File: config.mk
export PLATFORM = sky130hd
export DESIGN_NAME = i2c_master_transfer_sequencer
export DESIGN_NICKNAME = d
export VERILOG_FILES = /design/src/i2cms_pkg.sv /design/src/i2cms_ram.sv /design/src/i2cms_desc_table.sv /design/src/i2cms_step.sv /design/src/i2c_master_transfer_sequencer.sv
export SDC_FILE = /design/constraint.sdc
export NUM_CORES = 2
export LEC_CHECK = 0
export BUFFER_PORTS_ARGS = -buffer_cell sky130_fd_sc_hd__buf_2
export CAP_MARGIN = 25
export CORE_AREA = 4 4 416 418
export DETAILED_ROUTE_END_ITERATION = 8
export DIE_AREA = 0 0 420 422
export GPL_ROUTABILITY_DRIVEN = 0
export PLACE_DENSITY = 0.7
export RECOVER_POWER = 50
export SYNTH_ARGS = -nofsm -noshare
export SYNTH_HDL_FRONTEND = slang
export SYNTH_HIERARCHICAL = 1
export SYNTH_SLANG_ARGS = --single-unit
File: constraint.sdc
create_clock -name clk -period 8.65 [get_ports clk]
set_input_delay 0.4325 -clock clk [delete_from_list [all_inputs] [get_ports clk]]
set_output_delay 0.4325 -clock clk [all_outputs]
set_load 0.02 [all_outputs]
File: src/i2cms_pkg.sv
// Shared constants, codes, types and helpers of the I2C master transfer sequencer.
`default_nettype none
package i2cms_pkg;

	localparam int MAX_OPS = 8;
	localparam int DATA_ADDR_W = 8;
	localparam int DATA_DEPTH = 1 << DATA_ADDR_W;
	localparam int OP_IW = (MAX_OPS > 1) ? $clog2(MAX_OPS) : 1;
	localparam int CNT_W = $clog2(MAX_OPS + 1);

	localparam logic [1:0] ACT_LOAD_DESC = 2'd0;
	localparam logic [1:0] ACT_LOAD_BYTE = 2'd1;
	localparam logic [1:0] ACT_START_JOB = 2'd2;
	localparam logic [1:0] ACT_EVENT     = 2'd3;

	localparam logic [1:0] ST_OK      = 2'd0;
	localparam logic [1:0] ST_BUSY    = 2'd1;
	localparam logic [1:0] ST_DEV_ERR = 2'd2;
	localparam logic [1:0] ST_BUS_ERR = 2'd3;

	localparam logic [2:0] CMD_NONE  = 3'd0;
	localparam logic [2:0] CMD_SEND  = 3'd1;
	localparam logic [2:0] CMD_START = 3'd2;
	localparam logic [2:0] CMD_STOP  = 3'd3;
	localparam logic [2:0] CMD_NACK  = 3'd4;

	localparam logic [3:0] EV_START_DONE   = 4'd0;
	localparam logic [3:0] EV_RSTART_DONE  = 4'd1;
	localparam logic [3:0] EV_WR_ADDR_ACK  = 4'd2;
	localparam logic [3:0] EV_WR_DATA_ACK  = 4'd3;
	localparam logic [3:0] EV_RD_ADDR_ACK  = 4'd4;
	localparam logic [3:0] EV_RD_DATA_ACK  = 4'd5;
	localparam logic [3:0] EV_RD_DATA_NACK = 4'd6;
	localparam logic [3:0] EV_WR_ADDR_NACK = 4'd7;
	localparam logic [3:0] EV_WR_DATA_NACK = 4'd8;
	localparam logic [3:0] EV_RD_ADDR_NACK = 4'd9;
	localparam logic [3:0] EV_OTHER        = 4'd13;

	typedef struct packed {
		logic [1:0] action;
		logic [2:0] op_slot;
		logic [7:0] op_address_byte;
		logic [7:0] op_length;
		logic [7:0] op_offset;
		logic [7:0] byte_index;
		logic [7:0] byte_value;
		logic [3:0] op_count;
		logic [3:0] event_code;
		logic [7:0] rx_data;
		logic       stop_active;
	} item_t;

	typedef struct packed {
		logic [7:0] address_byte;
		logic [7:0] length;
		logic [7:0] offset;
	} desc_t;

	typedef struct packed {
		logic [CNT_W-1:0] current_op;
		logic [CNT_W-1:0] job_op_count;
		logic [7:0]       byte_progress;
		logic [1:0]       driver_status;
	} seq_state_t;

	typedef struct packed {
		logic                   we;
		logic [DATA_ADDR_W-1:0] waddr;
		logic [7:0]             wdata;
		logic                   re;
		logic [DATA_ADDR_W-1:0] raddr;
	} mem_req_t;

	typedef struct packed {
		logic [1:0] status;
		logic [2:0] command;
		logic [7:0] tx_byte;
		logic       tx_from_buf;
		logic       rx_store_valid;
		logic [7:0] rx_store_index;
	} result_t;

	function automatic logic [DATA_ADDR_W-1:0] to_addr(input logic [8:0] v);
		logic [DATA_ADDR_W+8:0] w;
		w = {{DATA_ADDR_W{1'b0}}, v};
		return w[DATA_ADDR_W-1:0];
	endfunction

	function automatic logic [7:0] addr_low_byte(input logic [DATA_ADDR_W-1:0] a);
		logic [DATA_ADDR_W+7:0] w;
		w = {8'd0, a};
		return w[7:0];
	endfunction

endpackage
`default_nettype wire

File: src/i2cms_ram.sv
// Generic single-write, single-read RAM with registered read data.
`default_nettype none
module i2cms_ram #(
	parameter int WIDTH = 8,
	parameter int DEPTH = 256
) (
	input  wire logic                     clk,
	input  wire logic                     we,
	input  wire logic [$clog2(DEPTH)-1:0] waddr,
	input  wire logic [WIDTH-1:0]         wdata,
	input  wire logic                     re,
	input  wire logic [$clog2(DEPTH)-1:0] raddr,
	output      logic [WIDTH-1:0]         rdata
);

	logic [WIDTH-1:0] mem_q [DEPTH];

	always_ff @(posedge clk) begin
		if (we) begin
			mem_q[waddr] <= wdata;
		end
		if (re) begin
			rdata <= mem_q[raddr];
		end
	end

endmodule
`default_nettype wire

File: src/i2cms_desc_table.sv
// Operation descriptor table: address byte, length and offset per slot.
`default_nettype none
module i2cms_desc_table
	import i2cms_pkg::*;
(
	input  wire logic             clk,
	input  wire logic             we,
	input  wire logic [OP_IW-1:0] waddr,
	input  wire desc_t            wdata,
	input  wire logic [OP_IW-1:0] raddr,
	output      desc_t            rdata
);

	desc_t table_q [MAX_OPS];

	always_ff @(posedge clk) begin
		if (we) begin
			table_q[waddr] <= wdata;
		end
	end

	assign rdata = table_q[raddr];

endmodule
`default_nettype wire

File: src/i2cms_step.sv
// Next-state and command decision for one item of the sequencer.
`default_nettype none
module i2cms_step
	import i2cms_pkg::*;
(
	input  wire item_t      item,
	input  wire seq_state_t cur,
	input  wire desc_t      desc,
	output      seq_state_t nxt,
	output      mem_req_t   mem,
	output      result_t    res
);

	logic [4:0]             cnt5;
	logic [CNT_W-1:0]       op_inc;
	logic [7:0]             len;
	logic [7:0]             prog;
	logic [7:0]             prog_inc;
	logic [DATA_ADDR_W-1:0] pos;
	logic                   do_next;
	logic                   wr_cond;

	always_comb begin
		cnt5     = {1'b0, item.op_count};
		op_inc   = cur.current_op + CNT_W'(1);
		len      = desc.length;
		prog     = cur.byte_progress;
		prog_inc = prog + 8'd1;
		pos      = to_addr({1'b0, desc.offset} + {1'b0, prog});
		wr_cond  = (item.event_code == EV_WR_ADDR_ACK) ? (len != 8'd0) : (prog != len);
		do_next  = 1'b0;

		nxt = cur;
		mem = '0;
		res = '0;
		res.command = CMD_NONE;

		unique case (item.action)
			ACT_LOAD_DESC: begin
			end
			ACT_LOAD_BYTE: begin
				mem.we    = 1'b1;
				mem.waddr = to_addr({1'b0, item.byte_index});
				mem.wdata = item.byte_value;
			end
			ACT_START_JOB: begin
				if (cnt5 == 5'd0) begin
					cnt5 = 5'd1;
				end
				if (cnt5 > 5'(MAX_OPS)) begin
					cnt5 = 5'(MAX_OPS);
				end
				nxt.job_op_count  = cnt5[CNT_W-1:0];
				nxt.current_op    = '0;
				nxt.byte_progress = 8'd0;
				nxt.driver_status = ST_BUSY;
				res.command       = CMD_START;
			end
			ACT_EVENT: begin
				if (cur.current_op >= cur.job_op_count) begin
					nxt.driver_status = ST_BUS_ERR;
				end else begin
					unique case (item.event_code)
						EV_START_DONE, EV_RSTART_DONE: begin
							res.tx_byte       = desc.address_byte;
							res.command       = CMD_SEND;
							nxt.driver_status = ST_BUSY;
						end
						EV_WR_ADDR_ACK, EV_WR_DATA_ACK: begin
							if (wr_cond) begin
								mem.re            = 1'b1;
								mem.raddr         = pos;
								res.tx_from_buf   = 1'b1;
								nxt.byte_progress = prog_inc;
								res.command       = CMD_SEND;
								nxt.driver_status = ST_BUSY;
							end else begin
								do_next = 1'b1;
							end
						end
						EV_RD_ADDR_ACK: begin
							if (len == 8'd1) begin
								res.command       = CMD_NACK;
								nxt.driver_status = ST_BUSY;
							end else if (len == 8'd0) begin
								do_next = 1'b1;
							end else begin
								nxt.driver_status = ST_BUSY;
							end
						end
						EV_RD_DATA_ACK: begin
							if (prog != len) begin
								mem.we             = 1'b1;
								mem.waddr          = pos;
								mem.wdata          = item.rx_data;
								res.rx_store_valid = 1'b1;
								res.rx_store_index = addr_low_byte(pos);
								nxt.byte_progress  = prog_inc;
								if (len != 8'd0 && prog_inc == len - 8'd1) begin
									res.command = CMD_NACK;
								end
								nxt.driver_status = ST_BUSY;
							end else begin
								nxt.driver_status = ST_BUS_ERR;
							end
						end
						EV_RD_DATA_NACK: begin
							if (len != 8'd0 && prog == len - 8'd1) begin
								mem.we             = 1'b1;
								mem.waddr          = pos;
								mem.wdata          = item.rx_data;
								res.rx_store_valid = 1'b1;
								res.rx_store_index = addr_low_byte(pos);
								do_next            = 1'b1;
							end else begin
								nxt.driver_status = ST_BUS_ERR;
							end
						end
						EV_WR_ADDR_NACK, EV_WR_DATA_NACK, EV_RD_ADDR_NACK: begin
							nxt.driver_status = ST_DEV_ERR;
							res.command       = CMD_STOP;
						end
						default: begin
							nxt.driver_status = ST_BUS_ERR;
						end
					endcase
				end
			end
		endcase

		if (do_next) begin
			nxt.current_op    = op_inc;
			nxt.byte_progress = 8'd0;
			if (op_inc == cur.job_op_count) begin
				nxt.driver_status = ST_OK;
				res.command       = CMD_STOP;
			end else begin
				nxt.driver_status = ST_BUSY;
				res.command       = CMD_START;
			end
		end

		res.status = (nxt.driver_status == ST_OK && item.stop_active) ?
			ST_BUSY : nxt.driver_status;
	end

endmodule
`default_nettype wire

File: src/i2c_master_transfer_sequencer.sv
// Top level of the I2C master transfer sequencer: input register, step logic, result register.
//
// Usage: every input transfer is one item: a descriptor load, a buffer byte load, a job
// start or a controller status event, selected by action. Each accepted item yields
// exactly one result transfer carrying status, the next controller command, the byte to
// send and, on read data, the buffer position the received byte went to.
// Both channels use valid/ready; a transfer happens where both are high.
// An accepted item enters the item register; its result is offered from the result register.
// Throughput: one item per cycle while out_ready keeps up; the item register and the
// result register are separate stages, so a new item is taken while a finished result waits.
// Data bytes to send come from the shared buffer RAM through its registered read
// port, which is read as the result is registered.
// Stall: while out_ready is low the result holds, one further item is taken into the
// item register and then in_ready drops until the result is taken.
// Reset: arst_n clears both stages and the job state (no job, status ok). Descriptor
// and buffer contents are undefined until loaded.
`default_nettype none
module i2c_master_transfer_sequencer
	import i2cms_pkg::*;
(
	input  wire logic       clk,
	input  wire logic       arst_n,
	input  wire logic       in_valid,
	output      logic       in_ready,
	input  wire logic [1:0] action,
	input  wire logic [2:0] op_slot,
	input  wire logic [7:0] op_address_byte,
	input  wire logic [7:0] op_length,
	input  wire logic [7:0] op_offset,
	input  wire logic [7:0] byte_index,
	input  wire logic [7:0] byte_value,
	input  wire logic [3:0] op_count,
	input  wire logic [3:0] event_code,
	input  wire logic [7:0] rx_data,
	input  wire logic       stop_active,
	output      logic       out_valid,
	input  wire logic       out_ready,
	output      logic [1:0] status,
	output      logic [2:0] command,
	output      logic [7:0] tx_byte,
	output      logic       rx_store_valid,
	output      logic [7:0] rx_store_index
);

	item_t      item_s1;
	logic       valid_s1;
	result_t    res_s2;
	logic       valid_s2;
	seq_state_t state_q;
	seq_state_t state_nxt;
	mem_req_t   mem;
	result_t    res;
	desc_t      desc_rd;
	desc_t      desc_wr;
	logic [7:0] buf_rdata;
	logic       fire;
	logic       desc_we;
	logic [OP_IW+2:0] slot_ext;

	assign fire     = valid_s1 && (!valid_s2 || out_ready);
	assign in_ready = !valid_s1 || fire;

	always_ff @(posedge clk or negedge arst_n) begin
		if (!arst_n) begin
			valid_s1 <= 1'b0;
		end else if (in_ready) begin
			valid_s1 <= in_valid;
		end
	end

	always_ff @(posedge clk) begin
		if (in_ready && in_valid) begin
			item_s1 <= '{action, op_slot, op_address_byte, op_length, op_offset,
				byte_index, byte_value, op_count, event_code, rx_data, stop_active};
		end
	end

	assign slot_ext = {{OP_IW{1'b0}}, item_s1.op_slot};
	assign desc_we  = fire && item_s1.action == ACT_LOAD_DESC &&
		32'(item_s1.op_slot) < MAX_OPS;
	assign desc_wr  = '{item_s1.op_address_byte, item_s1.op_length, item_s1.op_offset};

	i2cms_desc_table u_desc (
		.clk   (clk),
		.we    (desc_we),
		.waddr (slot_ext[OP_IW-1:0]),
		.wdata (desc_wr),
		.raddr (state_q.current_op[OP_IW-1:0]),
		.rdata (desc_rd)
	);

	i2cms_step u_step (
		.item (item_s1),
		.cur  (state_q),
		.desc (desc_rd),
		.nxt  (state_nxt),
		.mem  (mem),
		.res  (res)
	);

	i2cms_ram #(
		.WIDTH (8),
		.DEPTH (DATA_DEPTH)
	) u_buf (
		.clk   (clk),
		.we    (fire && mem.we),
		.waddr (mem.waddr),
		.wdata (mem.wdata),
		.re    (fire && mem.re),
		.raddr (mem.raddr),
		.rdata (buf_rdata)
	);

	always_ff @(posedge clk or negedge arst_n) begin
		if (!arst_n) begin
			state_q  <= '{'0, '0, 8'd0, ST_OK};
			valid_s2 <= 1'b0;
		end else begin
			if (fire) begin
				state_q <= state_nxt;
			end
			if (fire) begin
				valid_s2 <= 1'b1;
			end else if (out_ready) begin
				valid_s2 <= 1'b0;
			end
		end
	end

	always_ff @(posedge clk) begin
		if (fire) begin
			res_s2 <= res;
		end
	end

	assign out_valid      = valid_s2;
	assign status         = res_s2.status;
	assign command        = res_s2.command;
	assign tx_byte        = res_s2.tx_from_buf ? buf_rdata : res_s2.tx_byte;
	assign rx_store_valid = res_s2.rx_store_valid;
	assign rx_store_index = res_s2.rx_store_index;

`ifndef ASSERT_OFF
	a_op_in_job: assert property (@(posedge clk) disable iff (!arst_n)
		state_q.current_op <= state_q.job_op_count)
		else $error("current operation beyond job size");

	a_fire_loads: assert property (@(posedge clk) disable iff (!arst_n)
		fire |=> valid_s2)
		else $error("processed item left no result");

	a_store_no_send: assert property (@(posedge clk) disable iff (!arst_n)
		valid_s2 && rx_store_valid |-> command != CMD_SEND)
		else $error("store and send in one result");

	a_tx_idle: assert property (@(posedge clk) disable iff (!arst_n)
		valid_s2 && command != CMD_SEND |-> tx_byte == 8'd0)
		else $error("tx byte set without send");

	a_ok_cmd: assert property (@(posedge clk) disable iff (!arst_n)
		valid_s2 && status == ST_OK |-> command == CMD_STOP || command == CMD_NONE)
		else $error("ok status with active command");
`endif

endmodule
`default_nettype wire

==> flow_metrics.py <==
metrics = {
    "outcome": {
        "outcome": "finished with violations",
        "violations": "max-capacitance violations, max-slew violations",
    },
    "synth": {
        "synthCells": 4485,
        "synth_cell_types": 87,
        "ys_top_cells_by_count": "edfxtp_1, mux4_2, nor2_1, a22oi_1, mux2i_1",
        "synth_area_sq_um": 92600,
        "ys_warn_count": 6,
        "yosysTopAreaCell": "edfxtp_1",
        "synth_nets": 4568,
        "netlist.area_leader.share_pct": 75.7,
        "synth_edf_count": 2333,
        "syn_area_per_cell_sq_um": 20.6,
        "synth.most_common_cell": "edfxtp_1",
        "ys_seq_elements": 2353,
        "synth_ff_type": "edfxtp_1",
        "ys_seq_area_share_pct": 76.2,
        "ys_top_cells_by_area": "edfxtp_1, mux4_2, mux2i_1",
        "ys_async_sr_fraction_pct": 0.850,
    },
    "setup_path": {
        "reg2reg_to": "u_buf/mem_q[103][5]",
        "critPathSlowestCell": "dfrtp_2",
        "critPathBufInv": 2,
        "cp.arrival_ns": 8.24,
        "critPathKind": "flop to flop",
        "r2r_slack_ns": 0.85,
        "critical_path.max_fanout": 32,
        "crit_family": "simple AND/OR/NAND/NOR gates",
        "cpPeakStageDelay_ns": 0.84,
        "cp.depth": 15,
        "r2r_cells": 15,
        "crit_required_ns": 9.09,
        "cp-endpoint": "u_buf/mem_q[103][5]",
        "crit_path_end_kind": "flop",
        "crit_chain": "mux4_2 > mux2_1 > inv_1 > ha_1 > nand2b_1 > nor4b_1 > o2111ai_1 > or4b_1 > or2_0 > a21o_1 > o21ai_1 > nor2b_1 > nand4_1 > buf_4 > nor2_1",
        "critPathLaunchType": "flop",
        "startpoint": "state_q[16]",
        "r2r-start": "state_q[16]",
    },
    "global_route": {
        "grt_antenna_before_repair": 5,
        "grt_pass1_vias": 46141,
        "grt_pass1_wl_microns": 324000,
        "track_usage_pct": 25.1,
        "grt.overflow.total": 0,
        "grt_max_degree": 168,
    },
    "routing": {
        "finalWirelength_microns": 221000,
        "routedWlPerCell_microns": 30.8,
        "drt_iter0_drc": 5575,
        "wl_met3_microns": 19500,
        "dr.max_layer_used": "met5",
        "first_pass_iters": 6,
        "num_vias": 46762,
        "wl_met1_microns": 85400,
        "wl_met2_microns": 106000,
        "vias_per_cell": 6.51,
        "ant_nets": 0,
        "drc_errors": 0,
    },
    "timing": {
        "layout_min_cycle_time_ns": 7.80,
        "slew_headroom_pct": -142,
        "setup_violations": 0,
        "drv_slew": 751,
        "hold_slack_ns": 0.285,
        "rsz0062_at_grt": "false",
        "tightest_slew_ns": 3.64,
        "fin_ws_ns": 0.852,
        "skew_ns": 0.0565,
        "final-hold-violation-count": 0,
        "setup_tns_ns": 0,
        "period_share_pct": 90.2,
        "fmaxAchievable_mhz": 128,
    },
    "cts": {
        "postCtsHoldBufs": 66,
        "post_cts_buffers": 0,
        "cts_buffer_depth": 3,
        "insertion_delay_ns": 0.87,
        "path_clk_slew_ns": 0.06,
        "clock-sinks": 2353,
        "cts-root-buf": "clkbuf_16",
        "cts.repair.resized": 0,
        "numCtsBuffers": 222,
        "cts_tree": "built",
        "htreeDepth": 4,
    },
    "final_layout": {
        "drive_gt1_share_pct": 22.8,
        "fin_util_pct": 61.3,
        "area_growth_pct": 12.0,
        "fin_nets": 4858,
    },
    "pwr": {
        "pwr-share-comb_pct": 3.0,
        "swShare_pct": 20.2,
        "p_total_mw": 23.0,
        "pwr_density_cell_nw_per_um2": 222,
        "seqPwrFrac_pct": 54.8,
        "p_clk_share_pct": 42.2,
        "power.switching_mw": 4.67,
        "vdd_ir_drop_max_v": 0.000226,
        "p_int_mw": 18.4,
        "power.leakage_nw": 31.2,
    },
    "run": {
        "drv_cap": 17,
    },
    "die": {
        "ioPinCount": 90,
        "dieArea_sq_um": 177000,
        "die_w_microns": 420,
        "die_h_microns": 422,
        "initial_core_util_pct": 54.8,
        "placementRows": 151,
        "coreArea_sq_um": 169000,
    },
    "place": {
        "hpwl_microns": 137000,
        "pre_cts_ws_ns": 1.31,
        "port_buffers": 89,
    },
    "min_path": {
        "hp-start": "op_length[6]",
        "min_path_type": "primary input to flop",
    },
}
registers in the layout, indices dropped and copies added (netlist names):
signal,count
desc_wr,24
item_s1,38
command,3
res_s2,9
state_q,18
u_desc/table_q,192
valid_s1,1
u_buf/mem_q,2048
u_buf/rdata,8
status,2
rx_store_valid,1
out_valid,1
rx_store_index,8
layer usage:
metal | track usage, % | vias to the layer above
li1 | - | 19233
met1 | 35.6 | 24509
met2 | 38.9 | 2539
met3 | 4.55 | 475
met4 | 10.7 | 6
met5 | 0 | -
final cells by class:
| type | instances | area (sq um) |
|---|---|---|
| Antenna cell | 1 | 2.50 |
| Clock buffer | 270 | 5860 |
| Clock inverter | 143 | 1460 |
| Fill cell | 11550 | 65400 |
| Inverter | 20 | 76.3 |
| Multi-Input combinational cell | 1837 | 20200 |
| Sequential cell | 2353 | 70600 |
| Tap cell | 2218 | 2780 |
| Timing Repair Buffer | 341 | 2740 |
logic make-up (layout without fill, tap and decap cells):
kind of cell    Yosys count  after routing  synth area share [%]
flops                  2353           2353                  76.2
mux                     691            691                  14.5
simple gates            620            620                  3.16
compound gates          476            476                  3.65
buf+inv                 295            774                  1.96
xor+xnor                 33             33                 0.312
fa+ha+maj                17             17                 0.238
other cells               0              1                     0
how the worst min path moves through the flow:
| stage | endpoint | slack [ns] | cells after the start |
|---|---|---|---|
| 6_report | desc_wr[14] | 0.28 | 2 |
| 5_1_grt | desc_wr[5] | 0.26 | 2 |
| 4_1_cts | state_q[13] | 0.06 | 2 |
| 3_5_place_dp | state_q[11] | 0.46 | 1 |
| 3_3_place_gp | state_q[13] | 0.44 | 1 |
| 2_1_floorplan | out_valid | 0.14 | 0 |
metrics by stage:
step,area [sq um],instances
after floorplan,92600,4485
after global placement,95800,6687
after detailed placement,96000,6702
after CTS,104000,7181
after global routing,104000,7182
final,104000,7183
cell usage in the layout, fill, tap and decap left out, types with 18 or more instances in the layout:
cell type,n
a211oi_1,19
a21oi_1,107
a22oi_1,137
buf_12,24
buf_2,59
buf_4,134
bufinv_16,25
clkbuf_1,87
clkbuf_16,228
clkinv_1,47
clkinv_2,38
clkinvlp_4,18
dfrtp_1,18
dlygate4sd3_1,66
edfxtp_1,2333
inv_1,18
mux2_1,27
mux2i_1,135
mux4_2,502
nand2_1,60
nand2b_1,25
nand3_1,45
nor2_1,311
nor2b_1,30
nor3_1,33
nor4_1,22
o21ai_0,27
o221ai_1,47
o22ai_1,29
power groups by stage:
stage / sequential (mW) / clock (mW) / combinational, mW
2_1_floorplan: 12.9 / 0 / 0.419
3_3_place_gp: 12.9 / 0 / 0.667
3_5_place_dp: 12.9 / 0 / 0.682
4_1_cts: 12.6 / 9.85 / 0.706
5_1_grt: 12.6 / 10.4 / 0.732
6_report: 12.6 / 9.71 / 0.692
Note: power is estimated with default switching activity, not from simulation.
